## src/hw/rtl/bced_pkg.sv

```systemverilog
// Package with the types, constants and helpers shared by the button event detector.
`timescale 1ns / 1ps

package bced_pkg;

    // Width of the press, release and tick counters.
    localparam int COUNT_WIDTH = 16;
    // Width of the configuration registers and of the count fields of a result.
    localparam int CFG_WIDTH   = 16;
    localparam int FIELD_WIDTH = 16;
    // Width at which counters and configuration values are compared.
    localparam int CMP_WIDTH   = (COUNT_WIDTH > CFG_WIDTH) ? COUNT_WIDTH : CFG_WIDTH;

    localparam logic [COUNT_WIDTH-1:0] CNT_MAX = '1;
    localparam logic [COUNT_WIDTH-1:0] CNT_ONE = COUNT_WIDTH'(1);

    localparam logic [CFG_WIDTH-1:0] DEBOUNCE_RESET     = CFG_WIDTH'(2);
    localparam logic [CFG_WIDTH-1:0] COMBO_WINDOW_RESET = CFG_WIDTH'(20);
    localparam logic [CFG_WIDTH-1:0] LONG_PRESS_RESET   = CFG_WIDTH'(100);

    typedef enum logic [1:0] {
        CFG_DEBOUNCE     = 2'd0,
        CFG_COMBO_WINDOW = 2'd1,
        CFG_LONG_PRESS   = 2'd2
    } t_cfg_index;

    typedef enum logic [3:0] {
        PH_IDLE     = 4'b0001,
        PH_DEBOUNCE = 4'b0010,
        PH_HELD     = 4'b0100,
        PH_RELEASED = 4'b1000
    } t_phase;

    typedef enum logic [2:0] {
        EV_NONE          = 3'd0,
        EV_PRESS         = 3'd1,
        EV_COMBO         = 3'd2,
        EV_LONG_PRESS    = 3'd3,
        EV_LONG_RELEASE  = 3'd4,
        EV_RELEASE       = 3'd5,
        EV_COMBO_RELEASE = 3'd6
    } t_event;

    typedef struct packed {
        logic pressed;
        logic clear;
    } t_in_item;

    typedef struct packed {
        t_event                 event_res;
        logic [FIELD_WIDTH-1:0] press_count;
        logic [FIELD_WIDTH-1:0] release_count;
    } t_out_item;

    // Saturating increment.
    function automatic logic [COUNT_WIDTH-1:0] sat_inc(input logic [COUNT_WIDTH-1:0] v);
        return (v == CNT_MAX) ? v : v + CNT_ONE;
    endfunction

    function automatic logic [CMP_WIDTH-1:0] cnt_ext(input logic [COUNT_WIDTH-1:0] v);
        return CMP_WIDTH'(v);
    endfunction

    function automatic logic [CMP_WIDTH-1:0] cfg_ext(input logic [CFG_WIDTH-1:0] v);
        return CMP_WIDTH'(v);
    endfunction

    // Low bits of a counter as carried in a result.
    function automatic logic [FIELD_WIDTH-1:0] cnt_field(input logic [COUNT_WIDTH-1:0] v);
        logic [CMP_WIDTH-1:0] w;
        w = CMP_WIDTH'(v);
        return w[FIELD_WIDTH-1:0];
    endfunction

endpackage

```

## src/hw/rtl/button_combo_event_detector.sv

```systemverilog
// Button debounce, multi-click and long-press event detector.
`timescale 1ns / 1ps

// Channel | Direction | Handshake               | Payload
// --------+-----------+-------------------------+-----------------------------------------
// in      | input     | i_in_valid / o_in_stall | i_in_data  (pressed, clear)
// out     | output    | o_out_valid / i_out_stall | o_out_data (event_res, press_count,
//         |           |                         |             release_count)
// cfg     | input     | i_cfg_valid / o_cfg_ready | i_cfg_index, i_cfg_data
//
// Every accepted transaction on the input channel produces exactly one result
// transaction; it is registered in the output register or in the skid register.
// One item is accepted per cycle unless the input is stalled; the phase machine and
// all counters update on acceptance, so back-to-back items see each other's state.
// Reset (synchronous, active low) returns the phase machine to idle, zeroes
// all counters and loads the register defaults (2, 20, 100).
// A stall on the output first fills a one-entry skid register; the input is
// stalled only while that skid register is full, so no result is lost.
// Configuration writes are always ready and take effect on the next item.

module button_combo_event_detector
    import bced_pkg::*;
(
    input  logic                 i_clk,
    input  logic                 i_rst_n,

    input  logic                 i_in_valid,
    output logic                 o_in_stall,
    input  t_in_item             i_in_data,

    output logic                 o_out_valid,
    input  logic                 i_out_stall,
    output t_out_item            o_out_data,

    input  logic                 i_cfg_valid,
    output logic                 o_cfg_ready,
    input  logic [1:0]           i_cfg_index,
    input  logic [CFG_WIDTH-1:0] i_cfg_data
);

    // Configuration registers.
    logic [CFG_WIDTH-1:0] r_debounce_ticks;
    logic [CFG_WIDTH-1:0] r_combo_window_ticks;
    logic [CFG_WIDTH-1:0] r_long_press_ticks;

    // Detector state.
    t_phase                 r_phase,          n_phase;
    logic [COUNT_WIDTH-1:0] r_held_ticks,     n_held_ticks;
    logic [COUNT_WIDTH-1:0] r_released_ticks, n_released_ticks;
    logic [COUNT_WIDTH-1:0] r_presses,        n_presses;
    logic [COUNT_WIDTH-1:0] r_releases,       n_releases;
    t_event                 n_event;

    // Output register and skid register.
    logic      r_out_valid;
    t_out_item r_out_data;
    logic      r_skid_valid;
    t_out_item r_skid_data;

    logic      in_accept;
    logic      out_take;
    t_out_item n_result;

    assign o_cfg_ready = 1'b1;
    assign o_in_stall  = r_skid_valid;
    assign o_out_valid = r_out_valid;
    assign o_out_data  = r_out_data;

    assign in_accept = i_in_valid && !r_skid_valid;
    assign out_take  = r_out_valid && !i_out_stall;

    // Configuration writes; an index past the last register is ignored.
    always_ff @(posedge i_clk) begin
        if (!i_rst_n) begin
            r_debounce_ticks     <= DEBOUNCE_RESET;
            r_combo_window_ticks <= COMBO_WINDOW_RESET;
            r_long_press_ticks   <= LONG_PRESS_RESET;
        end else if (i_cfg_valid) begin
            unique case (i_cfg_index)
                CFG_DEBOUNCE:     r_debounce_ticks     <= i_cfg_data;
                CFG_COMBO_WINDOW: r_combo_window_ticks <= i_cfg_data;
                CFG_LONG_PRESS:   r_long_press_ticks   <= i_cfg_data;
                default: ;
            endcase
        end
    end

    // Next state and event for the item on the input port.
    always_comb begin
        logic [COUNT_WIDTH-1:0] held_inc;
        logic [COUNT_WIDTH-1:0] rel_inc;
        logic [COUNT_WIDTH-1:0] press_inc;

        held_inc  = sat_inc(r_held_ticks);
        rel_inc   = sat_inc(r_released_ticks);
        press_inc = sat_inc(r_presses);

        n_phase          = r_phase;
        n_held_ticks     = r_held_ticks;
        n_released_ticks = r_released_ticks;
        n_presses        = r_presses;
        n_releases       = r_releases;
        n_event          = EV_NONE;

        if (i_in_data.clear) begin
            n_phase          = PH_IDLE;
            n_held_ticks     = '0;
            n_released_ticks = '0;
            n_presses        = '0;
            n_releases       = '0;
        end else begin
            unique case (r_phase)
                PH_IDLE: begin
                    // A new sequence starts from zero on the first pressed sample.
                    if (i_in_data.pressed) begin
                        n_held_ticks     = '0;
                        n_released_ticks = '0;
                        n_presses        = '0;
                        n_releases       = '0;
                        n_phase          = PH_DEBOUNCE;
                    end
                end
                PH_DEBOUNCE: begin
                    if (i_in_data.pressed) begin
                        n_held_ticks = held_inc;
                        if (cnt_ext(held_inc) > cfg_ext(r_debounce_ticks)) begin
                            n_presses = press_inc;
                            n_phase   = PH_HELD;
                            n_event   = (press_inc == CNT_ONE) ? EV_PRESS : EV_COMBO;
                        end
                    end else begin
                        // Bounce: back to idle, closing the sequence if releases were already seen.
                        if (r_releases == CNT_ONE) begin
                            n_event = EV_RELEASE;
                        end else if (r_releases > CNT_ONE) begin
                            n_event = EV_COMBO_RELEASE;
                        end
                        n_phase = PH_IDLE;
                    end
                end
                PH_HELD: begin
                    if (i_in_data.pressed) begin
                        // The long press fires only on the tick that reaches the limit.
                        if (r_held_ticks != CNT_MAX) begin
                            n_held_ticks = held_inc;
                            if (cnt_ext(held_inc) == cfg_ext(r_long_press_ticks)) begin
                                n_event = EV_LONG_PRESS;
                            end
                        end
                    end else begin
                        n_releases = sat_inc(r_releases);
                        n_phase    = PH_RELEASED;
                    end
                end
                PH_RELEASED: begin
                    if (cnt_ext(r_held_ticks) >= cfg_ext(r_long_press_ticks)) begin
                        n_event = EV_LONG_RELEASE;
                        n_phase = PH_IDLE;
                    end else if (i_in_data.pressed) begin
                        n_held_ticks     = '0;
                        n_released_ticks = '0;
                        n_phase          = PH_DEBOUNCE;
                    end else begin
                        n_released_ticks = rel_inc;
                        if (cnt_ext(rel_inc) >= cfg_ext(r_combo_window_ticks)) begin
                            n_event = (r_releases == CNT_ONE) ? EV_RELEASE : EV_COMBO_RELEASE;
                            n_phase = PH_IDLE;
                        end
                    end
                end
                default: begin
                    n_phase = PH_IDLE;
                end
            endcase
        end

        n_result.event_res     = n_event;
        n_result.press_count   = cnt_field(n_presses);
        n_result.release_count = cnt_field(n_releases);
    end

    // State update on each accepted transaction.
    always_ff @(posedge i_clk) begin
        if (!i_rst_n) begin
            r_phase          <= PH_IDLE;
            r_held_ticks     <= '0;
            r_released_ticks <= '0;
            r_presses        <= '0;
            r_releases       <= '0;
        end else if (in_accept) begin
            r_phase          <= n_phase;
            r_held_ticks     <= n_held_ticks;
            r_released_ticks <= n_released_ticks;
            r_presses        <= n_presses;
            r_releases       <= n_releases;
        end
    end

    // Output register with skid. The skid register holds a result that arrived
    // while the output was stalled; it drains into the output register first.
    always_ff @(posedge i_clk) begin
        if (!i_rst_n) begin
            r_out_valid  <= 1'b0;
            r_skid_valid <= 1'b0;
        end else if (r_skid_valid) begin
            if (out_take) begin
                r_out_valid  <= 1'b1;
                r_skid_valid <= 1'b0;
            end
        end else if (in_accept) begin
            if (!r_out_valid || out_take) begin
                r_out_valid <= 1'b1;
            end else begin
                r_skid_valid <= 1'b1;
            end
        end else if (out_take) begin
            r_out_valid <= 1'b0;
        end
    end

    always_ff @(posedge i_clk) begin
        if (r_skid_valid) begin
            if (out_take) begin
                r_out_data <= r_skid_data;
            end
        end else if (in_accept) begin
            if (!r_out_valid || out_take) begin
                r_out_data <= n_result;
            end else begin
                r_skid_data <= n_result;
            end
        end
    end

    // The skid register is only filled behind a waiting output result.
    assert property (@(posedge i_clk) disable iff (!i_rst_n)
        r_skid_valid |-> r_out_valid)
        else $error("skid register full while output register is empty");

    // An accepted clear leaves the machine idle with every count at zero.
    assert property (@(posedge i_clk) disable iff (!i_rst_n)
        (in_accept && i_in_data.clear) |=>
            (r_phase == PH_IDLE && r_presses == '0 && r_releases == '0 &&
             r_held_ticks == '0 && r_released_ticks == '0))
        else $error("clear did not return the detector to idle");

    // A button in the held phase has always had at least one accepted press.
    assert property (@(posedge i_clk) disable iff (!i_rst_n)
        (r_phase == PH_HELD) |-> (r_presses != '0))
        else $error("held phase reached without an accepted press");

    // A result that goes out was produced by an accepted transaction or drained
    // from the skid register.
    assert property (@(posedge i_clk) disable iff (!i_rst_n)
        (!r_out_valid && !r_skid_valid && !in_accept) |=> !r_out_valid)
        else $error("output result appeared without an accepted transaction");

endmodule
```

## config.mk

```make
export PLATFORM = sky130hd
export DESIGN_NAME = button_combo_event_detector
export DESIGN_NICKNAME = d
export VERILOG_FILES = /design/src/hw/rtl/bced_pkg.sv /design/src/hw/rtl/button_combo_event_detector.sv
export SDC_FILE = /design/constraint.sdc
export NUM_CORES = 1
export LEC_CHECK = 0
export ABC_AREA = 1
export BUFFER_PORTS_ARGS = -buffer_cell sky130_fd_sc_hd__clkbuf_2
export CORE_MARGIN = 1
export CORE_UTILIZATION = 60
export DETAILED_ROUTE_END_ITERATION = 6
export HOLD_SLACK_MARGIN = 0.06
export PLACE_DENSITY = 0.87
export SLEW_MARGIN = 20
export SYNTH_ARGS = -nofsm -noshare
export SYNTH_HDL_FRONTEND = slang
export SYNTH_SLANG_ARGS = --single-unit
```

## constraint.sdc

```tcl
create_clock -name i_clk -period 4.18 [get_ports i_clk]
set_input_delay 0.418 -clock i_clk [delete_from_list [all_inputs] [get_ports i_clk]]
set_output_delay 0.418 -clock i_clk [all_outputs]
set_load 0.03 [all_outputs]
```

After elaboration in Yosys (flattened, before gate mapping) --
Cells that the tools add are included.
Storage, ports and cells: memories kept 0, logic and storage cells 132, bits in latches 0, memory bits (read-only) 0, RAM bits 0, flip-flop bits (word level) 188
Operators by class: magnitude comparators 4, $add $sub $neg 4, equal/unequal tests 24, reductions and logical operators 21, shifts and indexed selects 0, multipliers 0, muxes and demuxes 61, bitwise logic cells 2, div/mod/pow operators 0
Operators with widths (number):
- 16-bit 2-to-1 mux | 21
- 35-bit 2-to-1 mux | 4
- 16-bit one-hot mux with 2 select lines | 3
- 16-bit by 1-bit adder with 16-bit output (second input constant) | 4
- 16-bit equality test (second input constant) | 4
- 16-bit one-hot mux with 4 select lines | 1
- 16-bit by 1-bit equality test with 1-bit output (second input constant) | 2
- 16-bit >= comparator | 2
- 4-bit 2-to-1 mux | 8
- 3-bit 2-to-1 mux | 7
- 3-bit != test (second input constant) | 6
- 16-bit equality test | 1
- 16-bit by 1-bit greater-than comparator with 1-bit output (second input constant) | 1
- 16-bit greater-than comparator | 1
- 16-bit != test (second input constant) | 1
- 4-bit one-hot mux with 4 select lines | 1
- 2-bit 2-to-1 mux | 6
- 1-bit 2-to-1 mux | 9
- 3-bit one-hot mux with 3 select lines | 1
- 3-bit AND reduction | 3
- 2-bit AND reduction | 3
- 6-bit AND reduction | 1
- 2-bit nonzero test | 3
- 5-bit != test (second input constant) | 1
- 18 further kinds | 22

Depth between registers and ports, before layout --
Gate-level depths: netlist (run 1).
depth after elaboration 11, depth in mapped cells 26, depth with buffers taken out 24

Worst setup path before layout (run 1) --
Ideal clock, no wire load.
kind register -> register, start register r_skid_valid (netlist: o_in_stall), end register r_out_data (netlist bit o_out_data[0]) (enable), arrival time 2.583 ns, data required time 3.740 ns, setup slack 1.157 ns, buffers on the path 1, clock period less this slack 3.023 ns, cell stages (with the launch flop) 4, cells stage by stage dfxtp_1 clkbuf_1 nand2_1 a21oi_1
On the way: word-level cells in the longest chain between the ends 4, elaborated cells on any way between the ends 6
RTL lines:
- start, declared | RTL line button_combo_event_detector.sv:57 | logic r_skid_valid;
- start signal, assigned | RTL line button_combo_event_detector.sv:204 | r_skid_valid <= 1'b0;
- start signal, assigned | RTL line button_combo_event_detector.sv:208 | r_skid_valid <= 1'b0;
- start signal, assigned | RTL line button_combo_event_detector.sv:214 | r_skid_valid <= 1'b1;
- 1-bit zero test | RTL line button_combo_event_detector.sv:69 | assign in_accept = i_in_valid && !r_skid_valid;
- 1-bit logical AND | RTL line button_combo_event_detector.sv:69
- 2-bit nonzero test (no source line)
- 3-bit AND reduction (no source line) (*)
- end signal, assigned | RTL line button_combo_event_detector.sv:224 | r_out_data <= r_skid_data;
- end signal, assigned | RTL line button_combo_event_detector.sv:228 | r_out_data <= n_result;
- end, declared | RTL line button_combo_event_detector.sv:56 | t_out_item r_out_data;
Every way passes the cells marked *; elsewhere a longest branch is shown, timed or not. A chain may end at the register's enable or synchronous reset.

Worst setup path in the final report (run 1) --
start register r_released_ticks[0], end register r_phase[2]
On the way: word-level cells in the longest chain between the ends 5, elaborated cells on any way between the ends 6
RTL lines:
- start, declared | RTL line button_combo_event_detector.sv:49 | logic [COUNT_WIDTH-1:0] r_released_ticks, n_released_ticks;
- start signal, assigned | RTL line button_combo_event_detector.sv:193 | r_released_ticks <= n_released_ticks;
- 16-bit by 1-bit adder with 16-bit output or 16-bit equality test (tied branches) | RTL line bced_pkg.sv:57 | return (v == CNT_MAX) ? v : v + CNT_ONE;
- 16-bit 2-to-1 mux (*) | RTL line bced_pkg.sv:57
- 16-bit >= comparator (*) | RTL line button_combo_event_detector.sv:165 | if (cnt_ext(rel_inc) >= cfg_ext(r_combo_window_ticks)) begin
- 5-bit != test (no source line) (*)
- 5-bit AND reduction (no source line) (*)
- end signal, assigned | RTL line button_combo_event_detector.sv:191 | r_phase <= n_phase;
- end, declared | RTL line button_combo_event_detector.sv:47 | t_phase r_phase, n_phase;
Marks and branches as above.

==> flow_metrics.env, run 1 <==
export IMPL_status="complete, no violations"
export IMPL_detailroute_wirelength_met2_mm=14.0
export IMPL_highest_layer="met4"
export IMPL_min_to="r_long_press_ticks[5]"
export IMPL_syn_inst=1631
export IMPL_drv_cap=0
export IMPL_synth_edf_count=70
export IMPL_synth_top_area_share_pct=20.3
export IMPL_hp_class="in2reg"
export IMPL_netSwitchingFraction_pct=32.8
export IMPL_end_kind="flop"
export IMPL_async_flop_share_pct=0
export IMPL_grt_max_degree=90
export IMPL_synth_cell_type_count=48
export IMPL_yosysMostFrequentCell="nand2_1"
export IMPL_die_area_sq_um=20000
export IMPL_dr_pass1_iters=6
export IMPL_min_delay_start="i_cfg_data[5]"
export IMPL_clock_path_buffers=2
export IMPL_clock_latency_ns=0.45
export IMPL_p_int_mw=3.14
export IMPL_cts_tree="done"
export IMPL_drive_above_1_share_pct=8.82
export IMPL_worstPathCellList="ha_1, inv_1, nor3_1, nand3_1, nor2_1, inv_1, o21ai_0, ha_1, nand4_1, inv_1, nand2_1, o211ai_1, nand2_1, nand3_1, nor2_1, nand2_1, nand3_1, inv_1, o21ai_0, nor2_1"
export IMPL_io_buffer_count=61
export IMPL_p_clk_share_pct=33.6
export IMPL_pwr_share_seq_pct=45.7
export IMPL_cp_slowest_cell="dfxtp_1"
export IMPL_dpl_cell_area_sq_um=12100
export IMPL_instances_no_fill=1926
export IMPL_vdd_ir_drop_max_mv=0.320
export IMPL_die_h_um=141
export IMPL_synth_xor_area_share_pct=1.96
export IMPL_whs_path_depth=3
export IMPL_r2r_end="r_phase[2]"
export IMPL_yosys_area_share_adder_pct=5.80
export IMPL_cellPowerDensity_nw_per_um2=369
export IMPL_yosys_top_cells_area="dfxtp_1, edfxtp_1, nand2_1"
export IMPL_dp_cells=1892
export IMPL_grt_pass1_vias=10100
export IMPL_avgSynthCellArea_sq_um=7.14
export IMPL_gp_congestion=0.946
export IMPL_grt_use_total_pct=30.7
export IMPL_drt_total_wl_mm=30.0
export IMPL_final_area_sq_um=12700
export IMPL_clkTransAtPathRegs_ns=0.07
export IMPL_vias=11000
export IMPL_crit_family="simple AND/OR/NAND/NOR gates"
export IMPL_maxSlewViolCount=0
export IMPL_nets=1732
export IMPL_overflow=0
export IMPL_arrival_ns=4.04
export IMPL_hpwl_mm=20.8
export IMPL_row_count=50
export IMPL_yosys_area_top_type="dfxtp_1"
export IMPL_cp_max_fo=8
export IMPL_ios=63
export IMPL_hold_viol=0
export IMPL_utilization_pct=67.1
export IMPL_syn_to_final_growth_pct=8.87
export IMPL_wl_per_cell_um=15.6
export IMPL_rsz0062_at_grt="false"
export IMPL_synth_top_family_by_area="simple AND/OR/NAND/NOR gates"
export IMPL_cts_hold_fix_buffers=0
export IMPL_fmaxAchievable_mhz=270
export IMPL_grt_pass1_wl_mm=49.2
export IMPL_net_switching_power_mw=1.53
export IMPL_setup_viol=0
export IMPL_r2r_setup_slack_ns=0.47
export IMPL_wl_met1_mm=13.3
export IMPL_fin_crit_sh_pct=88.7
export IMPL_h_tree_depth=4
export IMPL_relSlewSlack_pct=31.7
export IMPL_setup_tns_ns=0
export IMPL_layout_min_cycle_time_ns=3.71
export IMPL_ys_flop_type="dfxtp_1"
export IMPL_r2r_start="r_released_ticks[0]"
export IMPL_critPathMaxStageDelay_ns=0.40
export IMPL_syn_area_sq_um=11600
export IMPL_synth_warnings=0
export IMPL_cp_common_cell="inv_1"
export IMPL_synth_simple_gate_area_share_pct=27.3
export IMPL_worstSetupPathType="reg2reg"
export IMPL_cts_sinks=188
export IMPL_finalPower_mw=4.68
export IMPL_antenna_found_initial=0
export IMPL_fin_skew_ns=0.00962
export IMPL_synth_compound_area_share_pct=16.2
export IMPL_n_antenna_cell=0
export IMPL_die_w_um=141
export IMPL_vias_per_cell=5.72
export IMPL_seq_area_frac_synth_pct=38.3
export IMPL_crit_path_start_kind="flop"
export IMPL_drtIter0Drc=1190
export IMPL_drc=0
export IMPL_initial_utilization_pct=61.6
export IMPL_tightest_slew_ns=1.02
export IMPL_comb_power_share_pct=20.8
export IMPL_crit_required_ns=4.51
export IMPL_synth_common_cells="nand2_1, inv_1, nand3_1, o21ai_0, a21oi_1"
export IMPL_path_buf_inv=4
export IMPL_synth_fp_nets=1710
export IMPL_ant_nets=0
export IMPL_numCtsBuffers=17
export IMPL_synthMuxAreaShare_pct=0
export IMPL_coreArea_sq_um=18900
export IMPL_met3_length_mm=2.00
export IMPL_fill_cells=1616
export IMPL_reg2regPathDepth=20
export IMPL_p_leak_nw=5.65
export IMPL_cts_root_buf="clkbuf_16"
export IMPL_ys_seq_elements=188
[worst max-delay path by stage]
stage | endpoint | slack [ns] | cells past startpoint | start
2_1_floorplan | o_out_data[0] | 1.16 | 3 | o_in_stall
3_3_place_gp | o_out_data[17] | 0.51 | 21 | r_held_ticks[0]
3_5_place_dp | o_out_data[17] | 0.41 | 21 | r_held_ticks[0]
4_1_cts | o_out_data[17] | 0.38 | 21 | r_held_ticks[0]
5_1_grt | r_phase[2] | 0.14 | 20 | r_released_ticks[0]
6_report | r_phase[2] | 0.47 | 20 | r_released_ticks[0]
[power groups by stage]
stage,combinational [mW],sequential (mW),clock (mW)
6_report,0.971,2.13,1.57
5_1_grt,1.08,2.15,1.66
4_1_cts,0.949,2.13,1.57
3_5_place_dp,0.941,2.17,0
3_3_place_gp,0.912,2.17,0
2_1_floorplan,0.630,2.24,0
[area by class of cell]
cell class                 instances  area, sq um  area share (%)
tap                              260          325            2.57
inverter                         234          878            6.93
clock buffer                      20          449            3.54
multi-input combinational       1137         6000            47.3
clock inverter                    12          105           0.829
timing repair buffer              75          450            3.55
sequential                       188         4470            35.2
[placed cells by master (no fill, tap or decap), types with 13 or more instances in the layout]
cell type / n
nand2_1: 312
nand3_1: 167
nor3_1: 20
nor2_1: 120
clkbuf_2: 63
o211ai_1: 13
inv_1: 226
xor2_1: 22
clkbuf_16: 17
dfxtp_1: 117
o21ai_0: 165
edfxtp_1: 70
ha_1: 54
nand4_1: 25
a21oi_1: 140
nand3b_1: 21
[sequential cells by signal, indices dropped and copies added (netlist names), 4 cells and up]
name and count:
o_out_data 35, r_held_ticks 16, r_releases 16, r_long_press_ticks 16, r_presses 16, r_skid_data 35
r_combo_window_ticks 16, r_released_ticks 16, r_phase 4, r_debounce_ticks 16
[repair_timing]
action                     CTS  global route
setup buffers                0             0
setup endpoints to repair    0            11
resized for setup            0             1
[worst reg2reg max path, cell delays in order (launching register included)]
cell and delay (ns):
dfxtp_1 0.40, ha_1 0.21, inv_1 0.05, nor3_1 0.26
nand3_1 0.18, nor2_1 0.32, inv_1 0.23, o21ai_0 0.24
ha_1 0.35, nand4_1 0.08, inv_1 0.05, nand2_1 0.08
o211ai_1 0.10, nand2_1 0.08, nand3_1 0.17, nor2_1 0.20
nand2_1 0.07, nand3_1 0.16, inv_1 0.12, o21ai_0 0.18
nor2_1 0.06
[layer usage]
layer | GRT usage, % | vias up
met5 | 0 | -
met3 | 4.79 | 69
met2 | 50.7 | 445
met4 | 10.5 | 0
li1 | - | 5480
met1 | 40.9 | 5019
[cell families (layout without fill, tap and decap cells)]
kind of cell               count (synthesis)  count (layout)
and+or+nand+nor                          702             702
AOI/OAI and AO/OA                        354             354
buffers and inverters                    306             341
DFF                                      188             188
adders and majority gates                 54              54
xor gates and xnor gates                  26              26
other                                      1               1
[through the flow]
stage	setup WS (ns)	hold WS, ns
3_5_place_dp	0.410	0.457
6_report	0.472	0.248
5_1_grt	0.137	0.261
4_1_cts	0.377	0.245
3_3_place_gp	0.513	0.452
2_1_floorplan	1.16	0.435
(Power assumes the default switching activity.)
==> run 2, diff against run 1 <==
--- a/config.mk
+++ b/config.mk
@@ -7,11 +7,14 @@
 export LEC_CHECK = 0
 export ABC_AREA = 1
 export BUFFER_PORTS_ARGS = -buffer_cell sky130_fd_sc_hd__clkbuf_2
+export CAP_MARGIN = 20
+export CELL_PAD_IN_SITES_DETAIL_PLACEMENT = 1
+export CELL_PAD_IN_SITES_GLOBAL_PLACEMENT = 1
 export CORE_MARGIN = 1
-export CORE_UTILIZATION = 60
+export CORE_UTILIZATION = 46
 export DETAILED_ROUTE_END_ITERATION = 6
 export HOLD_SLACK_MARGIN = 0.06
-export PLACE_DENSITY = 0.87
+export PLACE_DENSITY = 0.91
 export SLEW_MARGIN = 20
 export SYNTH_ARGS = -nofsm -noshare
 export SYNTH_HDL_FRONTEND = slang
==> constraint.sdc (replaced) <==
create_clock -name i_clk -period 3.6 [get_ports i_clk]
set_input_delay 0.36 -clock i_clk [delete_from_list [all_inputs] [get_ports i_clk]]
set_output_delay 0.36 -clock i_clk [all_outputs]
set_load 0.03 [all_outputs]
==> run 2 against run 1 <==
Sequential power is 17% higher. Die area is 30% higher. Via count is 6.2% higher. Critical endpoint is now o_out_data[16]. Critical path depth is 2 higher. Non-clock buffer count is 26 higher. Maximum frequency is 5.0% higher. Power is 21% higher. Combinational power is 27% higher. Cell count is 4.7% higher. Core utilization is 14 points lower. Clock power is 23% higher. Wire length is 28% higher.
==> flow_metrics.env, run 2 (synthesis gave the netlist of run 1 again) <==
export IMPL_grt_use_total_pct=29.7
export IMPL_row_count=57
export IMPL_ios=63
export IMPL_arrival_ns=3.69
export IMPL_gp_congestion=0.937
export IMPL_vias_per_cell=5.80
export IMPL_antenna_found_initial=0
export IMPL_clkTransAtPathRegs_ns=0.08
export IMPL_die_h_um=161
export IMPL_coreArea_sq_um=24600
export IMPL_grt_max_degree=90
export IMPL_fin_skew_ns=0.0146
export IMPL_p_leak_nw=5.82
export IMPL_overflow=0
export IMPL_tightest_slew_ns=1.09
export IMPL_h_tree_depth=4
export IMPL_die_area_sq_um=26000
export IMPL_io_buffer_count=61
export IMPL_reg2regPathDepth=22
export IMPL_setup_viol=0
export IMPL_cellPowerDensity_nw_per_um2=431
export IMPL_dr_pass1_iters=7
export IMPL_min_to="r_long_press_ticks[5]"
export IMPL_r2r_start="r_held_ticks[11]"
export IMPL_relSlewSlack_pct=26.8
export IMPL_crit_required_ns=3.76
export IMPL_hold_viol=0
export IMPL_grt_pass1_vias=12100
export IMPL_final_common_cell="nand2_1"
export IMPL_layout_min_cycle_time_ns=3.53
export IMPL_grt_pass1_wl_mm=61.9
export IMPL_drc=0
export IMPL_fin_crit_sh_pct=98.1
export IMPL_cp_max_fo=20
export IMPL_wl_per_cell_um=19.0
export IMPL_die_w_um=161
export IMPL_fmaxAchievable_mhz=283
export IMPL_clock_path_buffers=2
export IMPL_r2r_setup_slack_ns=0.07
export IMPL_status="complete, no violations"
export IMPL_n_antenna_cell=0
export IMPL_initial_utilization_pct=47.3
export IMPL_vdd_ir_drop_max_mv=0.287
export IMPL_r2r_end="o_out_data[16]"
export IMPL_clock_latency_ns=0.46
export IMPL_fill_cells=3186
export IMPL_drv_cap=0
export IMPL_vias=11700
export IMPL_utilization_pct=53.3
export IMPL_end_kind="flop"
export IMPL_whs_path_depth=3
export IMPL_min_delay_start="i_cfg_data[5]"
export IMPL_instances_no_fill=2016
export IMPL_ant_nets=0
export IMPL_cts_tree="done"
export IMPL_final_area_sq_um=13100
export IMPL_cts_root_buf="clkbuf_16"
export IMPL_worstSetupPathType="reg2reg"
export IMPL_mostFrequentLayoutCells="nand2_1, inv_1, o21ai_0"
export IMPL_drive_above_1_share_pct=12.4
export IMPL_drtIter0Drc=892
export IMPL_syn_to_final_growth_pct=12.7
export IMPL_hp_class="in2reg"
export IMPL_numCtsBuffers=17
export IMPL_dpl_cell_area_sq_um=12300
export IMPL_drt_total_wl_mm=38.4
export IMPL_hpwl_mm=26.4
export IMPL_dp_cells=1973
export IMPL_cts_sinks=188
export IMPL_maxSlewViolCount=0
export IMPL_crit_path_start_kind="flop"
export IMPL_nets=1758
[run 2: worst max-delay path by stage]
stage                         from              to  slack (ns)  depth (start not counted)
2_1_floorplan           o_in_stall   o_out_data[0]        0.58                          3
3_3_place_gp   r_released_ticks[0]  o_out_data[33]        0.04                         20
3_5_place_dp   r_released_ticks[0]  o_out_data[33]       -0.15                         20
4_1_cts            r_held_ticks[0]  o_out_data[16]        0.02                         21
5_1_grt        r_released_ticks[3]  o_out_data[33]       -0.11                         21
6_report          r_held_ticks[11]  o_out_data[16]        0.07                         22
[run 2: critical path: stages, from the launching register on]
cell      delay, ns
dfxtp_2        0.42
nand2_1        0.16
nor2_1         0.21
nand2_1        0.14
nor2_2         0.14
nand2_1        0.10
nand2_1        0.13
inv_1          0.06
ha_1           0.27
nand3_1        0.07
inv_1          0.08
nand2_1        0.06
nand3_1        0.06
nand2_1        0.05
nand2_1        0.08
nand2_1        0.07
a21oi_2        0.23
nand2_2        0.10
buf_12         0.17
o211ai_1       0.26
nand2_1        0.15
nand2_2        0.11
o21ai_0        0.09
[run 2: area by class of cell]
type | count | area, sq um | share of cell area (%)
Clock buffer | 18 | 429 | 3.27
Multi-Input combinational cell | 1137 | 6140 | 46.8
Clock inverter | 14 | 148 | 1.13
Timing Repair Buffer | 101 | 638 | 4.86
Inverter | 234 | 878 | 6.69
Tap cell | 324 | 405 | 3.09
Sequential cell | 188 | 4480 | 34.1
[run 2: per-stage QoR]
step / hold WS [ns] / power [mW] / worst slack, ns / setup TNS (ns)
3_3_place_gp: 0.446 / 3.63 / 0.0418 / 0
3_5_place_dp: 0.458 / 3.72 / -0.152 / -0.493
6_report: 0.164 / 5.65 / 0.0685 / 0
5_1_grt: 0.188 / 5.89 / -0.108 / -0.512
2_1_floorplan: 0.435 / 3.33 / 0.577 / 0
4_1_cts: 0.167 / 5.62 / 0.0180 / 0
[run 2: where the power goes]
| group | switching [mW] | internal [mW] | total (mW) | leakage (nW) |
|---|---|---|---|---|
| Combinational | 0.864 | 0.368 | 1.23 | 3.90 |
| Sequential | 0.116 | 2.38 | 2.49 | 1.64 |
| Clock | 0.998 | 0.928 | 1.93 | 0.276 |
| Total | 1.98 | 3.67 | 5.65 | 5.82 |
[run 2: timing repair]
item	CTS	global route
cloned	0	0
hold buffers	0	0
pin swaps	0	10
endpoints found under the hold margin	0	0
resized for setup	3	44
buffers inserted	0	11
setup endpoints to repair	8	41
[run 2: routing by layer]
layer / GRT usage, % / vias to the layer above / wire length, um
met5: 0 / - / 0
met4: 10.6 / 0 / 965
met3: 3.34 / 79 / 1690
met2: 52.9 / 356 / 19300
met1: 37.0 / 5742 / 16400
li1: - / 5522 / -
==> run 3, diff against run 2 <==
--- a/config.mk
+++ b/config.mk
@@ -12,6 +12,7 @@
 export CELL_PAD_IN_SITES_GLOBAL_PLACEMENT = 1
 export CORE_MARGIN = 1
 export CORE_UTILIZATION = 46
+export CTS_BUF_LIST = sky130_fd_sc_hd__clkbuf_4 sky130_fd_sc_hd__clkbuf_8 sky130_fd_sc_hd__clkbuf_16
 export DETAILED_ROUTE_END_ITERATION = 6
 export HOLD_SLACK_MARGIN = 0.06
 export PLACE_DENSITY = 0.91
==> run 3 against run 2 <==
Clock power barely moved. Combinational power barely moved. Power barely moved. Register-to-register slack improved by 0.14 ns. Non-clock buffer count did not move. Largest power group unchanged. Highest routed layer unchanged. Setup slack improved by 0.14 ns. Global-route usage rose by 0.12 points. Wire length rose by 0.23%. Maximum frequency rose by 4.0%. Design area fell by 0.20%. Clock-buffer cell count did not move. Die area did not move.
==> flow_metrics.env, run 3 (synthesis gave the netlist of run 1 again) <==
export IMPL_ant_nets=0
export IMPL_grt_max_degree=90
export IMPL_syn_to_final_growth_pct=12.5
export IMPL_nets=1758
export IMPL_dp_cells=1973
export IMPL_ios=63
export IMPL_multi_input_area_sq_um=6120
export IMPL_fin_crit_sh_pct=94.3
export IMPL_initial_utilization_pct=47.3
export IMPL_wl_per_cell_um=19.1
export IMPL_die_h_um=161
export IMPL_crit_required_ns=3.77
export IMPL_dr_pass1_iters=5
export IMPL_die_area_sq_um=26000
export IMPL_grt_pass1_wl_mm=62.3
export IMPL_grt_pass1_vias=12200
export IMPL_fmaxAchievable_mhz=295
export IMPL_clock_path_buffers=2
export IMPL_cts_sinks=188
export IMPL_gp_congestion=0.937
export IMPL_hold_viol=0
export IMPL_p_leak_nw=5.82
export IMPL_drv_cap=0
export IMPL_final_common_cell="nand2_1"
export IMPL_drtIter0Drc=884
export IMPL_maxSlewViolCount=0
export IMPL_relSlewSlack_pct=26.4
export IMPL_reg2regPathDepth=25
export IMPL_critPathMaxStageDelay_ns=0.35
export IMPL_cp_max_fo=20
export IMPL_end_kind="flop"
export IMPL_hp_class="in2reg"
export IMPL_mostFrequentLayoutCells="nand2_1, inv_1, o21ai_0"
export IMPL_cts_hold_fix_buffers=0
export IMPL_clock_latency_ns=0.45
export IMPL_grt_use_total_pct=29.9
export IMPL_seq_area_sq_um=4480
export IMPL_n_antenna_cell=0
export IMPL_instances_no_fill=2016
export IMPL_cts_root_buf="clkbuf_16"
export IMPL_cp_common_cell="nand2_1"
export IMPL_tightest_slew_ns=1.10
export IMPL_r2r_start="r_held_ticks[1]"
export IMPL_vias=11700
export IMPL_cts_tree="done"
export IMPL_h_tree_depth=4
export IMPL_r2r_end="o_out_data[17]"
export IMPL_antenna_found_initial=0
export IMPL_clkTransAtPathRegs_ns=0.08
export IMPL_worstSetupPathType="reg2reg"
export IMPL_drive_above_1_share_pct=12.3
export IMPL_path_buf_inv=5
export IMPL_arrival_ns=3.57
export IMPL_fill_cells=3180
export IMPL_vias_per_cell=5.83
export IMPL_die_w_um=161
export IMPL_overflow=0
export IMPL_final_area_sq_um=13100
export IMPL_coreArea_sq_um=24600
export IMPL_cp_slowest_cell="dfxtp_1"
export IMPL_row_count=57
export IMPL_r2r_setup_slack_ns=0.20
export IMPL_numCtsBuffers=17
export IMPL_min_delay_start="i_cfg_data[5]"
export IMPL_drt_total_wl_mm=38.5
export IMPL_layout_min_cycle_time_ns=3.40
export IMPL_fin_skew_ns=0.0136
export IMPL_crit_path_start_kind="flop"
export IMPL_dpl_cell_area_sq_um=12300
export IMPL_cellPowerDensity_nw_per_um2=431
export IMPL_whs_path_depth=3
export IMPL_status="complete, no violations"
export IMPL_setup_viol=0
export IMPL_vdd_ir_drop_max_mv=0.284
export IMPL_crit_family="simple AND/OR/NAND/NOR gates"
export IMPL_min_to="r_long_press_ticks[5]"
export IMPL_drc=0
export IMPL_hpwl_mm=26.4
export IMPL_io_buffer_count=61
[run 3: cell type report]
class                      count  area share (%)
clock inverter                14            1.13
timing repair buffer         101            4.87
inverter                     234            6.71
clock buffer                  18            3.31
multi-input combinational   1137            46.7
tap                          324            3.10
sequential                   188            34.2
[run 3: worst reg2reg max path, stage by stage, from the launching register on]
cell and delay, ns:
dfxtp_1 0.35, ha_2 0.21, nand3_2 0.14, inv_2 0.09, nand2_2 0.08, nor2_2 0.16, nand2_1 0.10, nand2_1 0.13
inv_1 0.06, ha_1 0.27, nand3_1 0.07, inv_1 0.09, nand2_1 0.07, nand3_1 0.06, nand2_1 0.05, nand2_1 0.09
nand2_1 0.07, a21oi_2 0.23, nand2_2 0.10, buf_12 0.17, inv_1 0.08, nand2_1 0.05, nand3_1 0.08, nand3_1 0.11
nand2_2 0.13, o21ai_0 0.07
[run 3: timing repair]
| action | in CTS | in global routing |
|---|---|---|
| setup endpoints to repair | 8 | 41 |
| pin swaps | 0 | 8 |
| resized for setup | 3 | 37 |
| gates cloned | 0 | 0 |
| buffers inserted | 0 | 10 |
[run 3: through the flow]
stage	TNS (ns)	util (%)	hold WS [ns]	setup slack, ns	power [mW]
after global routing	-0.781	53.2	0.192	-0.115	5.89
after detailed placement	-0.493	49.9	0.458	-0.152	3.72
after global placement	0	49.9	0.446	0.0418	3.63
final	0	53.2	0.176	0.204	5.65
after floorplan	0	-	0.435	0.577	3.33
after CTS	0	52.3	0.169	0.0334	5.63
[run 3: worst max-delay path by stage]
stage	start	endpoint	slack (ns)	cells after the start
after floorplan	o_in_stall	o_out_data[0]	0.58	3
after global placement	r_released_ticks[0]	o_out_data[33]	0.04	20
after detailed placement	r_released_ticks[0]	o_out_data[33]	-0.15	20
after CTS	r_released_ticks[0]	o_out_data[33]	0.03	22
after global routing	r_released_ticks[0]	o_out_data[33]	-0.12	22
final	r_held_ticks[1]	o_out_data[17]	0.20	25
[run 3: layer usage]
layer,GRT usage (%),part of all wire (%),vias to the layer above,routed length [um]
met5,0,0,-,0
met4,10.1,2.4,0,907
met3,3.18,4.9,75,1900
met2,53.1,50,358,19200
met1,37.5,43,5794,16500
li1,-,-,5521,-
[run 3: where the power goes]
part	internal [mW]	switching (mW)
clock	0.936	0.988
combinational	0.368	0.864
sequential	2.38	0.117
